File: src/design/adsr_pkg.sv
// ----------------------------------------------------------------------------
// adsr_pkg
// Shared widths, codes and controller/datapath interface types for the
// exponential ADSR envelope amplifier.
// ----------------------------------------------------------------------------
package adsr_pkg;

    // Field and register widths
    localparam int SMP_W  = 24;   // audio sample
    localparam int ENV_W  = 25;   // envelope level, 1.0 = 2^24
    localparam int COEF_W = 24;   // feedback coefficient, Q0.24
    localparam int BASE_W = 26;   // additive base, signed Q2.24
    localparam int FRAC_W = 24;   // fractional bits of the envelope
    localparam int CFG_W  = 26;   // widest configuration register
    localparam int IDX_W  = 3;    // configuration register index
    localparam int MODE_W = 2;

    localparam logic [ENV_W-1:0] ONE_Q24 = ENV_W'(1) << FRAC_W;

    // Item kinds
    typedef enum logic [MODE_W-1:0] {
        MODE_TICK     = 2'd0,
        MODE_NOTE_ON  = 2'd1,
        MODE_NOTE_OFF = 2'd2,
        MODE_RESET    = 2'd3
    } t_mode;

    // Configuration register indexes
    localparam logic [IDX_W-1:0] CFG_ATTACK_COEFF  = 3'd0;
    localparam logic [IDX_W-1:0] CFG_ATTACK_BASE   = 3'd1;
    localparam logic [IDX_W-1:0] CFG_DECAY_COEFF   = 3'd2;
    localparam logic [IDX_W-1:0] CFG_DECAY_BASE    = 3'd3;
    localparam logic [IDX_W-1:0] CFG_RELEASE_COEFF = 3'd4;
    localparam logic [IDX_W-1:0] CFG_RELEASE_BASE  = 3'd5;
    localparam logic [IDX_W-1:0] CFG_SUSTAIN_LEVEL = 3'd6;

    // Envelope segment the datapath advances on a tick
    typedef enum logic [1:0] {
        SEG_HOLD,
        SEG_ATTACK,
        SEG_DECAY,
        SEG_RELEASE
    } t_seg;

    // Controller to datapath commands
    typedef struct packed {
        logic load_in;    // capture the tick's sample
        logic clr_level;  // force the envelope to zero
        logic mul_env;    // level * coeff
        logic upd_level;  // add base, clamp, write level
        logic mul_out;    // sample * level
        logic load_out;   // move result into the output register
        t_seg seg;
    } t_dp_cmd;

    // Datapath to controller status
    typedef struct packed {
        logic seg_end;    // the segment reached its clamp on this update
    } t_dp_sts;

endpackage

File: src/design/adsr_dp.sv
// ----------------------------------------------------------------------------
// adsr_dp
// Datapath: configuration registers, envelope level, the level*coeff
// multiply with base add and clamp, and the sample*level output multiply.
// ----------------------------------------------------------------------------
module adsr_dp (
    input  logic                                i_clk,
    input  logic                                i_rst_n,
    input  logic                                i_cfg_we,
    input  logic [adsr_pkg::IDX_W-1:0]          i_cfg_index,
    input  logic [adsr_pkg::CFG_W-1:0]          i_cfg_data,
    input  logic signed [adsr_pkg::SMP_W-1:0]   i_sample_in,
    input  adsr_pkg::t_dp_cmd                   i_cmd,
    output adsr_pkg::t_dp_sts                   o_sts,
    output logic signed [adsr_pkg::SMP_W-1:0]   o_sample_out,
    output logic [adsr_pkg::ENV_W-1:0]          o_envelope
);

    localparam int SUM_W  = adsr_pkg::BASE_W + 1;
    localparam int PENV_W = adsr_pkg::ENV_W + adsr_pkg::COEF_W;
    localparam int POUT_W = adsr_pkg::SMP_W + adsr_pkg::ENV_W + 1;
    localparam logic signed [SUM_W-1:0] ONE_S =
        $signed({{(SUM_W-adsr_pkg::ENV_W){1'b0}}, adsr_pkg::ONE_Q24});

    // Configuration registers
    logic [adsr_pkg::COEF_W-1:0]        r_attack_coeff, r_decay_coeff, r_release_coeff;
    logic signed [adsr_pkg::BASE_W-1:0] r_attack_base, r_decay_base, r_release_base;
    logic [adsr_pkg::ENV_W-1:0]         r_sustain;

    // Working registers
    logic [adsr_pkg::ENV_W-1:0]         r_level, n_level;
    logic signed [adsr_pkg::SMP_W-1:0]  r_sample;
    logic [adsr_pkg::ENV_W-1:0]         r_env_q;
    logic signed [POUT_W-1:0]           r_prod_out;
    logic signed [adsr_pkg::SMP_W-1:0]  r_sample_out;
    logic [adsr_pkg::ENV_W-1:0]         r_envelope;

    logic [adsr_pkg::COEF_W-1:0]        w_coeff;
    logic signed [adsr_pkg::BASE_W-1:0] w_base;
    logic [PENV_W-1:0]                  w_prod_env;
    logic signed [SUM_W-1:0]            w_sum;
    logic [adsr_pkg::ENV_W-1:0]         w_sus;
    logic signed [SUM_W-1:0]            w_sus_s;
    logic [adsr_pkg::ENV_W-1:0]         w_sum_sat;
    logic signed [adsr_pkg::ENV_W:0]    w_level_s;
    logic                               w_seg_end;

    // Write configuration registers
    always_ff @(posedge i_clk) begin
        if (!i_rst_n) begin
            r_attack_coeff  <= '0;
            r_attack_base   <= '0;
            r_decay_coeff   <= '0;
            r_decay_base    <= '0;
            r_release_coeff <= '0;
            r_release_base  <= '0;
            r_sustain       <= '0;
        end else if (i_cfg_we) begin
            unique case (i_cfg_index)
                adsr_pkg::CFG_ATTACK_COEFF:  r_attack_coeff  <= i_cfg_data[adsr_pkg::COEF_W-1:0];
                adsr_pkg::CFG_ATTACK_BASE:   r_attack_base   <= $signed(i_cfg_data[adsr_pkg::BASE_W-1:0]);
                adsr_pkg::CFG_DECAY_COEFF:   r_decay_coeff   <= i_cfg_data[adsr_pkg::COEF_W-1:0];
                adsr_pkg::CFG_DECAY_BASE:    r_decay_base    <= $signed(i_cfg_data[adsr_pkg::BASE_W-1:0]);
                adsr_pkg::CFG_RELEASE_COEFF: r_release_coeff <= i_cfg_data[adsr_pkg::COEF_W-1:0];
                adsr_pkg::CFG_RELEASE_BASE:  r_release_base  <= $signed(i_cfg_data[adsr_pkg::BASE_W-1:0]);
                adsr_pkg::CFG_SUSTAIN_LEVEL: r_sustain       <= i_cfg_data[adsr_pkg::ENV_W-1:0];
                default: ;
            endcase
        end
    end

    // Select coefficient and base for the active segment
    always_comb begin
        case (i_cmd.seg)
            adsr_pkg::SEG_ATTACK:  begin w_coeff = r_attack_coeff;  w_base = r_attack_base;  end
            adsr_pkg::SEG_DECAY:   begin w_coeff = r_decay_coeff;   w_base = r_decay_base;   end
            adsr_pkg::SEG_RELEASE: begin w_coeff = r_release_coeff; w_base = r_release_base; end
            default:               begin w_coeff = '0;              w_base = '0;             end
        endcase
    end

    assign w_prod_env = PENV_W'(r_level) * PENV_W'(w_coeff);

    // Base plus scaled level, and the clamp targets
    assign w_sum     = SUM_W'(w_base) + $signed({{(SUM_W-adsr_pkg::ENV_W){1'b0}}, r_env_q});
    assign w_sus     = (r_sustain > adsr_pkg::ONE_Q24) ? adsr_pkg::ONE_Q24 : r_sustain;
    assign w_sus_s   = $signed({{(SUM_W-adsr_pkg::ENV_W){1'b0}}, w_sus});
    assign w_sum_sat = (w_sum > ONE_S) ? adsr_pkg::ONE_Q24 : w_sum[adsr_pkg::ENV_W-1:0];

    // Clamp per segment and flag the end of the segment
    always_comb begin
        n_level   = r_level;
        w_seg_end = 1'b0;
        case (i_cmd.seg)
            adsr_pkg::SEG_ATTACK: begin
                if (w_sum >= ONE_S) begin
                    n_level   = adsr_pkg::ONE_Q24;
                    w_seg_end = 1'b1;
                end else if (w_sum < 0) begin
                    n_level = '0;
                end else begin
                    n_level = w_sum[adsr_pkg::ENV_W-1:0];
                end
            end
            adsr_pkg::SEG_DECAY: begin
                if (w_sum <= w_sus_s) begin
                    n_level   = w_sus;
                    w_seg_end = 1'b1;
                end else begin
                    n_level = w_sum_sat;
                end
            end
            adsr_pkg::SEG_RELEASE: begin
                if (w_sum <= 0) begin
                    n_level   = '0;
                    w_seg_end = 1'b1;
                end else begin
                    n_level = w_sum_sat;
                end
            end
            default: ;
        endcase
    end

    assign o_sts.seg_end = w_seg_end;
    assign w_level_s     = $signed({1'b0, r_level});

    // Envelope state
    always_ff @(posedge i_clk) begin
        if (!i_rst_n) begin
            r_level <= '0;
        end else if (i_cmd.clr_level) begin
            r_level <= '0;
        end else if (i_cmd.upd_level) begin
            r_level <= n_level;
        end
    end

    // Arithmetic pipeline registers
    always_ff @(posedge i_clk) begin
        if (i_cmd.load_in) begin
            r_sample <= i_sample_in;
        end
        if (i_cmd.mul_env) begin
            r_env_q <= w_prod_env[adsr_pkg::FRAC_W +: adsr_pkg::ENV_W];
        end
        if (i_cmd.mul_out) begin
            r_prod_out <= r_sample * w_level_s;
        end
        if (i_cmd.load_out) begin
            r_sample_out <= r_prod_out[adsr_pkg::FRAC_W +: adsr_pkg::SMP_W];
            r_envelope   <= r_level;
        end
    end

    assign o_sample_out = r_sample_out;
    assign o_envelope   = r_envelope;

endmodule

File: src/design/adsr_ctrl.sv
// ----------------------------------------------------------------------------
// adsr_ctrl
// Controller: input/output handshake, envelope phase and the sequence of
// datapath steps for one sample tick.
// ----------------------------------------------------------------------------
module adsr_ctrl (
    input  logic                          i_clk,
    input  logic                          i_rst_n,
    input  logic                          i_in_valid,
    input  logic [adsr_pkg::MODE_W-1:0]   i_mode,
    output logic                          o_in_ready,
    input  logic                          i_out_ready,
    output logic                          o_out_valid,
    output adsr_pkg::t_dp_cmd             o_cmd,
    input  adsr_pkg::t_dp_sts             i_sts
);

    typedef enum logic [2:0] {
        ST_WAIT,
        ST_MUL_ENV,
        ST_UPDATE,
        ST_MUL_OUT,
        ST_LOAD
    } t_state;

    typedef enum logic [2:0] {
        PH_IDLE,
        PH_ATTACK,
        PH_DECAY,
        PH_SUSTAIN,
        PH_RELEASE
    } t_phase;

    t_state r_state;
    t_phase r_phase;
    logic   r_out_valid;
    logic   w_accept;
    logic   w_out_free;

    assign o_in_ready  = (r_state == ST_WAIT);
    assign w_accept    = i_in_valid && o_in_ready;
    assign w_out_free  = !r_out_valid || i_out_ready;
    assign o_out_valid = r_out_valid;

    // Drive datapath commands
    always_comb begin
        o_cmd.load_in   = w_accept && (i_mode == adsr_pkg::MODE_TICK);
        o_cmd.clr_level = w_accept && (i_mode == adsr_pkg::MODE_RESET);
        o_cmd.mul_env   = (r_state == ST_MUL_ENV);
        o_cmd.upd_level = (r_state == ST_UPDATE);
        o_cmd.mul_out   = (r_state == ST_MUL_OUT);
        o_cmd.load_out  = (r_state == ST_LOAD) && w_out_free;
        unique case (r_phase)
            PH_ATTACK:  o_cmd.seg = adsr_pkg::SEG_ATTACK;
            PH_DECAY:   o_cmd.seg = adsr_pkg::SEG_DECAY;
            PH_RELEASE: o_cmd.seg = adsr_pkg::SEG_RELEASE;
            default:    o_cmd.seg = adsr_pkg::SEG_HOLD;
        endcase
    end

    // Sequence state, envelope phase and output valid
    always_ff @(posedge i_clk) begin
        if (!i_rst_n) begin
            r_state     <= ST_WAIT;
            r_phase     <= PH_IDLE;
            r_out_valid <= 1'b0;
        end else begin
            // raise valid as a result item is loaded, drop it once taken
            if ((r_state == ST_LOAD) && w_out_free) begin
                r_out_valid <= 1'b1;
            end else if (r_out_valid && i_out_ready) begin
                r_out_valid <= 1'b0;
            end
            unique case (r_state)
                ST_WAIT: begin
                    if (w_accept) begin
                        unique case (i_mode)
                            adsr_pkg::MODE_TICK: begin
                                r_state <= ST_MUL_ENV;
                            end
                            adsr_pkg::MODE_NOTE_ON: begin
                                // legato: restart only from idle or release
                                if (r_phase == PH_IDLE || r_phase == PH_RELEASE) begin
                                    r_phase <= PH_ATTACK;
                                end
                            end
                            adsr_pkg::MODE_NOTE_OFF: begin
                                if (r_phase != PH_IDLE) begin
                                    r_phase <= PH_RELEASE;
                                end
                            end
                            default: begin
                                r_phase <= PH_IDLE;
                            end
                        endcase
                    end
                end
                ST_MUL_ENV: begin
                    r_state <= ST_UPDATE;
                end
                ST_UPDATE: begin
                    // advance the phase when the segment hits its clamp
                    if (i_sts.seg_end) begin
                        unique case (r_phase)
                            PH_ATTACK:  r_phase <= PH_DECAY;
                            PH_DECAY:   r_phase <= PH_SUSTAIN;
                            PH_RELEASE: r_phase <= PH_IDLE;
                            default:    r_phase <= r_phase;
                        endcase
                    end
                    r_state <= ST_MUL_OUT;
                end
                ST_MUL_OUT: begin
                    r_state <= ST_LOAD;
                end
                ST_LOAD: begin
                    // hold until the output register is free
                    if (w_out_free) begin
                        r_state <= ST_WAIT;
                    end
                end
                default: begin
                    r_state <= ST_WAIT;
                end
            endcase
        end
    end

endmodule

File: src/design/adsr_envelope_amp_core.sv
// ----------------------------------------------------------------------------
// adsr_envelope_amp_core
// Exponential ADSR amplitude envelope applied to a 24-bit audio stream.
// ----------------------------------------------------------------------------
// Each input item is a sample tick, note-on, note-off or reset (i_mode). A
// tick advances the envelope (level = base + level*coeff, clamped per phase)
// and returns one result item: the sample scaled by the new envelope and the
// envelope itself (1.0 = 2^24). Other items return nothing and leave the
// block ready for the next item. A tick holds o_in_ready low while it runs
// through one multiply of level by coefficient, one base add and clamp, one
// multiply of sample by level, and the load of the output register. Its
// result item is valid once that load is done. The load waits while the
// output register still holds an untaken result, stretching the tick by the
// stall; the output register lets the next item be taken while a finished
// result waits. The user must write coefficients, bases and sustain level
// through the configuration port only while no item is in progress; the
// block itself does not enforce this. Registers reset to zero and the reset
// item leaves them unchanged.
module adsr_envelope_amp_core (
    input  logic                                i_clk,
    input  logic                                i_rst_n,
    input  logic                                i_cfg_we,
    input  logic [adsr_pkg::IDX_W-1:0]          i_cfg_index,
    input  logic [adsr_pkg::CFG_W-1:0]          i_cfg_data,
    input  logic                                i_in_valid,
    output logic                                o_in_ready,
    input  logic [adsr_pkg::MODE_W-1:0]         i_mode,
    input  logic signed [adsr_pkg::SMP_W-1:0]   i_sample_in,
    output logic                                o_out_valid,
    input  logic                                i_out_ready,
    output logic signed [adsr_pkg::SMP_W-1:0]   o_sample_out,
    output logic [adsr_pkg::ENV_W-1:0]          o_envelope
);

    adsr_pkg::t_dp_cmd w_cmd;
    adsr_pkg::t_dp_sts w_sts;

    // Sequence and phase control
    adsr_ctrl u_ctrl (
        .i_clk       (i_clk),
        .i_rst_n     (i_rst_n),
        .i_in_valid  (i_in_valid),
        .i_mode      (i_mode),
        .o_in_ready  (o_in_ready),
        .i_out_ready (i_out_ready),
        .o_out_valid (o_out_valid),
        .o_cmd       (w_cmd),
        .i_sts       (w_sts)
    );

    // Arithmetic and registers
    adsr_dp u_dp (
        .i_clk        (i_clk),
        .i_rst_n      (i_rst_n),
        .i_cfg_we     (i_cfg_we),
        .i_cfg_index  (i_cfg_index),
        .i_cfg_data   (i_cfg_data),
        .i_sample_in  (i_sample_in),
        .i_cmd        (w_cmd),
        .o_sts        (w_sts),
        .o_sample_out (o_sample_out),
        .o_envelope   (o_envelope)
    );

    // Envelope never exceeds one
    a_env_max: assert property (@(posedge i_clk) disable iff (!i_rst_n)
        o_out_valid |-> (o_envelope <= adsr_pkg::ONE_Q24))
        else $error("envelope above one");

    // A tick blocks further items while it is worked on
    a_tick_busy: assert property (@(posedge i_clk) disable iff (!i_rst_n)
        (i_in_valid && o_in_ready && i_mode == adsr_pkg::MODE_TICK) |=> !o_in_ready)
        else $error("item accepted during a tick");

    // Only ticks produce result items
    a_no_result: assert property (@(posedge i_clk) disable iff (!i_rst_n)
        (i_in_valid && o_in_ready && i_mode != adsr_pkg::MODE_TICK)
            |=> !$rose(o_out_valid))
        else $error("result from a non-tick item");

    // A non-tick item keeps the block ready
    a_cmd_ready: assert property (@(posedge i_clk) disable iff (!i_rst_n)
        (i_in_valid && o_in_ready && i_mode != adsr_pkg::MODE_TICK) |=> o_in_ready)
        else $error("block stalled after a command item");

endmodule

File: config.mk
export PLATFORM = sky130hd
export DESIGN_NAME = adsr_envelope_amp_core
export DESIGN_NICKNAME = d
export VERILOG_FILES = /design/src/design/adsr_pkg.sv /design/src/design/adsr_dp.sv /design/src/design/adsr_ctrl.sv /design/src/design/adsr_envelope_amp_core.sv
export SDC_FILE = /design/constraint.sdc
export NUM_CORES = 2
export LEC_CHECK = 0
export BUFFER_PORTS_ARGS = -buffer_cell sky130_fd_sc_hd__clkbuf_2
export CORE_ASPECT_RATIO = 1.2
export CORE_MARGIN = 2
export CORE_UTILIZATION = 25
export CTS_CLUSTER_SIZE = 14
export DETAILED_ROUTE_END_ITERATION = 12
export GPL_TIMING_DRIVEN = 0
export SLEW_MARGIN = 5
export SYNTH_ARGS = -nofsm -noshare
export SYNTH_HDL_FRONTEND = slang
export SYNTH_SLANG_ARGS = --single-unit
File: constraint.sdc
create_clock -name i_clk -period 9.35 [get_ports i_clk]
set_clock_uncertainty 0.05 [all_clocks]
set_input_delay 1.4025 -clock i_clk [delete_from_list [all_inputs] [get_ports i_clk]]
set_output_delay 1.4025 -clock i_clk [all_outputs]
set_load 0.02 [all_outputs]
### Word-level counts from Yosys, hierarchy flattened

Cells that the tools add are included.

| storage, ports and cells | value |
|---|---|
| output and inout bits | 51 |
| input bits | 60 |
| word-level logic and storage cells | 107 |
| register bits after elaboration | 353 |

| cells by class | value |
|---|---|
| bitwise logic cells | 1 |
| eq/ne operators | 27 |
| magnitude comparators | 6 |
| reduce and logical (&&, ||, !) cells | 27 |
| muxes and demuxes | 27 |
| add/sub/neg operators | 1 |
| multipliers | 2 |

Operators by type and width:

| kind | number |
|---|---|
| $mux W25 | 6 |
| $pmux W26 S3 | 1 |
| $pmux W25 S3 | 1 |
| $pmux W24 S3 | 1 |
| $mul A25 B24 Y49 | 1 |
| $mul A24 B26 Y48 | 1 |
| $add A26 B26 Y27 | 1 |
| $ge A27 B26 Y1 const B | 1 |
| $gt A27 B26 Y1 const B | 1 |
| $le A27 B1 Y1 const B | 1 |
| $le A27 B26 Y1 | 1 |
| $lt A27 B1 Y1 const B | 1 |
| $gt A25 B25 Y1 const B | 1 |
| $mux W3 | 7 |
| $pmux W3 S3 | 2 |
| $reduce_and A2 Y1 | 8 |
| $eq A3 B2 Y1 const B | 5 |
| $eq A3 B3 Y1 const B | 5 |
| $pmux W3 S5 | 1 |
| $eq A3 B1 Y1 const B | 3 |
| $logic_not A3 Y1 | 3 |
| $eq A2 B2 Y1 const B | 4 |
| $ne A2 B2 Y1 const B | 4 |
| $reduce_and A7 Y1 | 1 |
| other kinds (17) | 30 |

### Depth between registers and ports, before layout

| logic depth | value |
|---|---|
| depth after elaboration | 10 |
| mapped depth | 33 |
| gate-level depth less buffers | 30 |

### Cells and area by module

Synthesis repeated with hierarchy kept, for this count alone.

| unflattened totals | value |
|---|---|
| cells, all modules | 5774 |
| area total of the unflattened synthesis | 53035.9 um^2 |

By module, submodules not included:

| module | area an instance (um^2) | sequential area each (um^2) | cells each | instances |
|---|---|---|---|---|
| adsr_dp | 52570.4 | 7667.4 | 5717 | 1 |
| adsr_ctrl | 465.4 | 140.1 | 57 | 1 |

### Worst setup path after synthesis

OpenSTA, ideal clock, no wires.

| timing path | value |
|---|---|
| kind | reg2reg |
| start | register u_ctrl.r_phase[0] |
| end | register u_dp.r_env_q[22] (netlist bit), data pin |
| path buffers | 3 |
| clock period less this slack | 8.330 ns |
| cell stages (with the launch flop) | 32 |
| setup slack | 1.020 ns |
| required time | 9.042 ns |
| setup time | 0.258 ns |
| arrival time | 8.022 ns |
| path through | dfxtp_1 clkbuf_1 nor2b_1 clkbuf_1 a22oi_1 o21ai_1 clkbuf_1 nand2_1 fa_1 inv_1 fa_1 inv_1 fa_1 fa_1 inv_1 fa_1 fa_1 inv_1 fa_1 inv_1 ha_1 a211oi_1 nor2_1 o41ai_1 a31o_2 a31oi_1 o21ai_0 a31oi_1 a22o_1 or4_1 a31oi_1 xnor2_1 |

| between the ends | value |
|---|---|
| longest elaborated chain between the ends | 5 |
| elaborated cells between the ends (all ways) | 9 |
| those cells by class | mul (1); eq/ne (6); mux (2) |

Ends and longest elaborated chain:

| item | line | RTL |
|---|---|---|
| start: declaration | adsr_ctrl.sv:35 | `t_phase r_phase;` |
| start signal: assignment | adsr_ctrl.sv:108 | `default: r_phase <= r_phase;` |
| $eq A3 B3 Y1, or another cell as far along | adsr_ctrl.sv:53 | `unique case (r_phase)` |
| $pmux W2 S3 (*) | adsr_ctrl.sv:53 |  |
| $eq A2 B2 Y1 or $eq A2 B1 Y1 (tied branches) | adsr_dp.sv:74 | `case (i_cmd.seg)` |
| $pmux W24 S3 (*) | adsr_dp.sv:74 |  |
| $mul A25 B24 Y49 (*) | adsr_dp.sv:82 | `assign w_prod_env = PENV_W'(r_level) * PENV_W'(w_coeff);` |
| named net u_dp.w_prod_env[46] | adsr_dp.sv:40 | `logic [PENV_W-1:0] w_prod_env;` |
| end signal: assignment | adsr_dp.sv:145 | `r_env_q <= w_prod_env[adsr_pkg::FRAC_W +: adsr_pkg::ENV_W];` |
| end: declaration | adsr_dp.sv:33 | `logic [adsr_pkg::ENV_W-1:0] r_env_q;` |

The timed path passes the listed nets; every way through them passes the cells marked *.
A chain may end at the register's enable or synchronous reset.

### Final worst setup path

| timing path | value |
|---|---|
| start | register u_ctrl.r_phase[2] |
| end | register u_dp.r_env_q[22] (netlist bit), data pin |

The elaborated chain is that of the path after synthesis.

==> impl_results.md <==
* Most frequent cell on the critical path: fa_1
* Max incr delay on CP at 570 ps
* Largest cells by area after synthesis: fa_1 38%, ha_1 9.7%, nand2_1 8.2%
* Via-to-Cell Ratio at roughly 4.6
* Clock sink total at approximately 330
* Fin. Hold Viols at 0
* Status: complete, no violations
* Detail Placement HPWL at roughly 150000 um
* Initial DRC Count at ~2700
* Synthesis Warnings at 0
* Routed len/inst at slightly above 20 um
* FP Rows at 184
* Sequential area share after synthesis at 0.149
* Die Y at about 510 um
* Worst vdd ir at roughly 0.00012 V
* Cell area after synthesis at 52400 um^2
* Yosys reg bits at about 330
* Final Net Count at about 7500
* Most frequent cells in the layout: 1148 x nand2_1, 1126 x inv_1, 1007 x fa_1, 408 x ha_1, 389 x and2_1
* RSZ-0062 raised after global routing: false
* Clock root cell: clkbuf_16
* Final Cycle Share at 0.968
* Synth Flop Type: dfxtp_1
* Max-slew headroom at 0.0826
* Final wirelength at 182000 um
* Syn Nets at between 7000 and 8000
* Post-route ant nets at 0
* Pwr/cell area at 64.9 nW/um^2
* Commonest non-fill, non-tap cell in the layout: nand2_1
* Top cell type by total area after synthesis: fa_1
* Worst Path Required at around 9700 ps
* Share of cells above drive strength 1 at 0.0595
* Final Worst Setup Slack at 301 ps
* Number of port buffers at roughly 110
* First drt pass iteration count at 6
* Worst-Skew Late Latency at about 650 ps
* GR Overflow Total at 0
* # IOs at 111
* Worst path top cell family by delay: adder cells
* Final setup violation count at 0
* Initial antenna violation count at 8
* Pre-CTS setup slack at -1900 ps
* Die area at about 210000 um^2
* Initial core utilization at 0.251
* Post-synth top area share at 0.384
* TritonCTS clock tree: built
* Number of CTS-inserted buffers at 40
* DRC violations left at 0
* Clk pin slew, worst setup/hold paths at 60 ps
* Number of flops mapped to enable cells by yosys at between 100 and 150
* CP Launch Type: flip-flop
* Synth unique cells at slightly above 80
* CP Capture Type: flip-flop
* Largest net degree at the start of global routing at 30
* Achievable Freq at between 0.1 and 0.15 GHz
* Gr usage total at 0.171
* Mapped Cells at approximately 6000
* Slew Viols, Final at 0
* CP max-delay cell: fa_1
* Static leakage at between 20 and 30 nW
* Worst-margin pin slew at between 1000 and 1500 ps
* Core Box Area at 209000 um^2
* Post-synth ARST share at 0
* Critical Path AT at around 9400 ps
* Hold WC Path Type: flip-flop to flip-flop
* First-pass GRT wire length at between 200000 and 300000 um
* Max FO, Critical Path at 10
* H-tree depth at 2
* Hold-fix buffers, CTS at 0
* Syn_area_per_cell at between 8 and 9 um^2
* Tmin final at 9050 ps
* R2r setup slk at between 300 and 400 ps
* Buf/Inv on CP at 9
* Max_cap viols at 0
* Fin Setup TNS at 0 ps
* Die X at between 400 and 500 um
* Type of the worst setup path: flip-flop to flip-flop
* GPL Wtd Cong at between 0.9 and 1
* Via count of the first global-routing pass at approximately 44000
* Area Overhead vs Synth at 11.7%
* Routed vias at between 40000 and 50000
* Max clock buf depth at 3
[flip-flops by register name, indices dropped and copies added (netlist names), 3 cells and up]
| signal | count |
|---|---|
| u_dp.r_release_coeff | 24 |
| u_dp.r_release_base | 26 |
| u_dp.o_envelope | 25 |
| u_dp.r_sample | 24 |
| u_dp.r_decay_base | 26 |
| u_dp.r_sustain | 25 |
| u_dp.r_attack_base | 26 |
| u_dp.o_sample_out | 24 |
| u_dp.r_prod_out | 24 |
| u_dp.r_attack_coeff | 24 |
| u_dp.r_level | 25 |
| u_ctrl.r_state | 3 |
| u_dp.r_env_q | 25 |
| u_dp.r_decay_coeff | 24 |
| u_ctrl.r_phase | 3 |
[routing by layer]
layer	wire length (um)	part of all wire	global-route usage	up-vias
met4	12500	0.069	0.0989	16
met1	69100	0.38	0.199	20900
met5	126	0.00069	0.00200	-
li1	-	-	-	18000
met2	88300	0.49	0.296	1485
met3	11500	0.063	0.0262	460
[cell families after synthesis]
group | share of synthesized area
fa+ha+maj | 0.482
simple gates | 0.176
xor+xnor | 0.0115
buf+inv | 0.105
flops | 0.149
compound gates | 0.0763
mux | 0.000573
[per-stage QoR]
stage / power (mW) / std cells / util / area, um^2 / hold WS [ps]
global placement: 2.19 / 8730 / 0.270 / 56500 / 355
global route: 3.97 / 8836 / 0.280 / 58600 / 370
CTS: 3.85 / 8825 / 0.279 / 58300 / 367
floorplan: 1.97 / 5834 / - / 52400 / 350
detailed placement: 2.21 / 8748 / 0.271 / 56700 / 355
finish: 3.80 / 8842 / 0.280 / 58600 / 366
[cell type report]
| cell class | count | area (um^2) |
|---|---|---|
| buffer | 332 | 1410 |
| fill | 22400 | 150000 |
| timing repair buffer | 142 | 905 |
| clock buffer | 51 | 1110 |
| antenna | 6 | 15.0 |
| inverter | 1127 | 4230 |
| tap | 2790 | 3490 |
| sequential | 329 | 7810 |
| multi-input combinational | 4042 | 39400 |
| clock inverter | 23 | 230 |
[cell usage after synthesis, types with 26 or more instances]
| library cell | instances |
|---|---|
| a211oi_1 | 26 |
| a21boi_0 | 177 |
| a21o_1 | 40 |
| a21oi_1 | 110 |
| a22oi_1 | 48 |
| and2_1 | 389 |
| clkbuf_1 | 321 |
| dfxtp_1 | 207 |
| edfxtp_1 | 122 |
| fa_1 | 1007 |
| ha_1 | 408 |
| inv_1 | 1126 |
| nand2_1 | 1148 |
| nand2b_1 | 49 |
| nor2_1 | 97 |
| nor2b_1 | 129 |
| o21ai_0 | 93 |
| xnor2_1 | 50 |
[worst reg2reg max path, delay by kind of cell, from the launching register on]
family | cells | cell delay [ps]
flops | 1 | 440
xor+xnor | 1 | 140
buf+inv | 9 | 1470
fa+ha+maj | 8 | 3890
simple gates | 6 | 1130
compound gates | 8 | 1730
[repair_timing]
action | in CTS | in global routing
gates cloned | 0 | 0
gates resized for setup | 87 | 93
hold endpoints to repair | 0 | 0
buffers inserted | 5 | 13
pin swaps | 2 | 8
setup endpoints to repair | 34 | 20
[power breakdown]
part           internal (mW)  switching [mW]
sequential              1.52          0.0292
combinational          0.224           0.419
clock                  0.911           0.704
[path summary, 6_finish.rpt]
kind                                           from              endpoint  cells past startpoint
worst max register to register    u_ctrl.r_phase[2]      u_dp.r_env_q[22]                     32
worst min-delay path            u_dp.r_prod_out[26]  u_dp.o_sample_out[2]                      0
worst max-delay path              u_ctrl.r_phase[2]      u_dp.r_env_q[22]                     32
worst min register to register  u_dp.r_prod_out[26]  u_dp.o_sample_out[2]                      0
(Power assumes the default switching activity.)
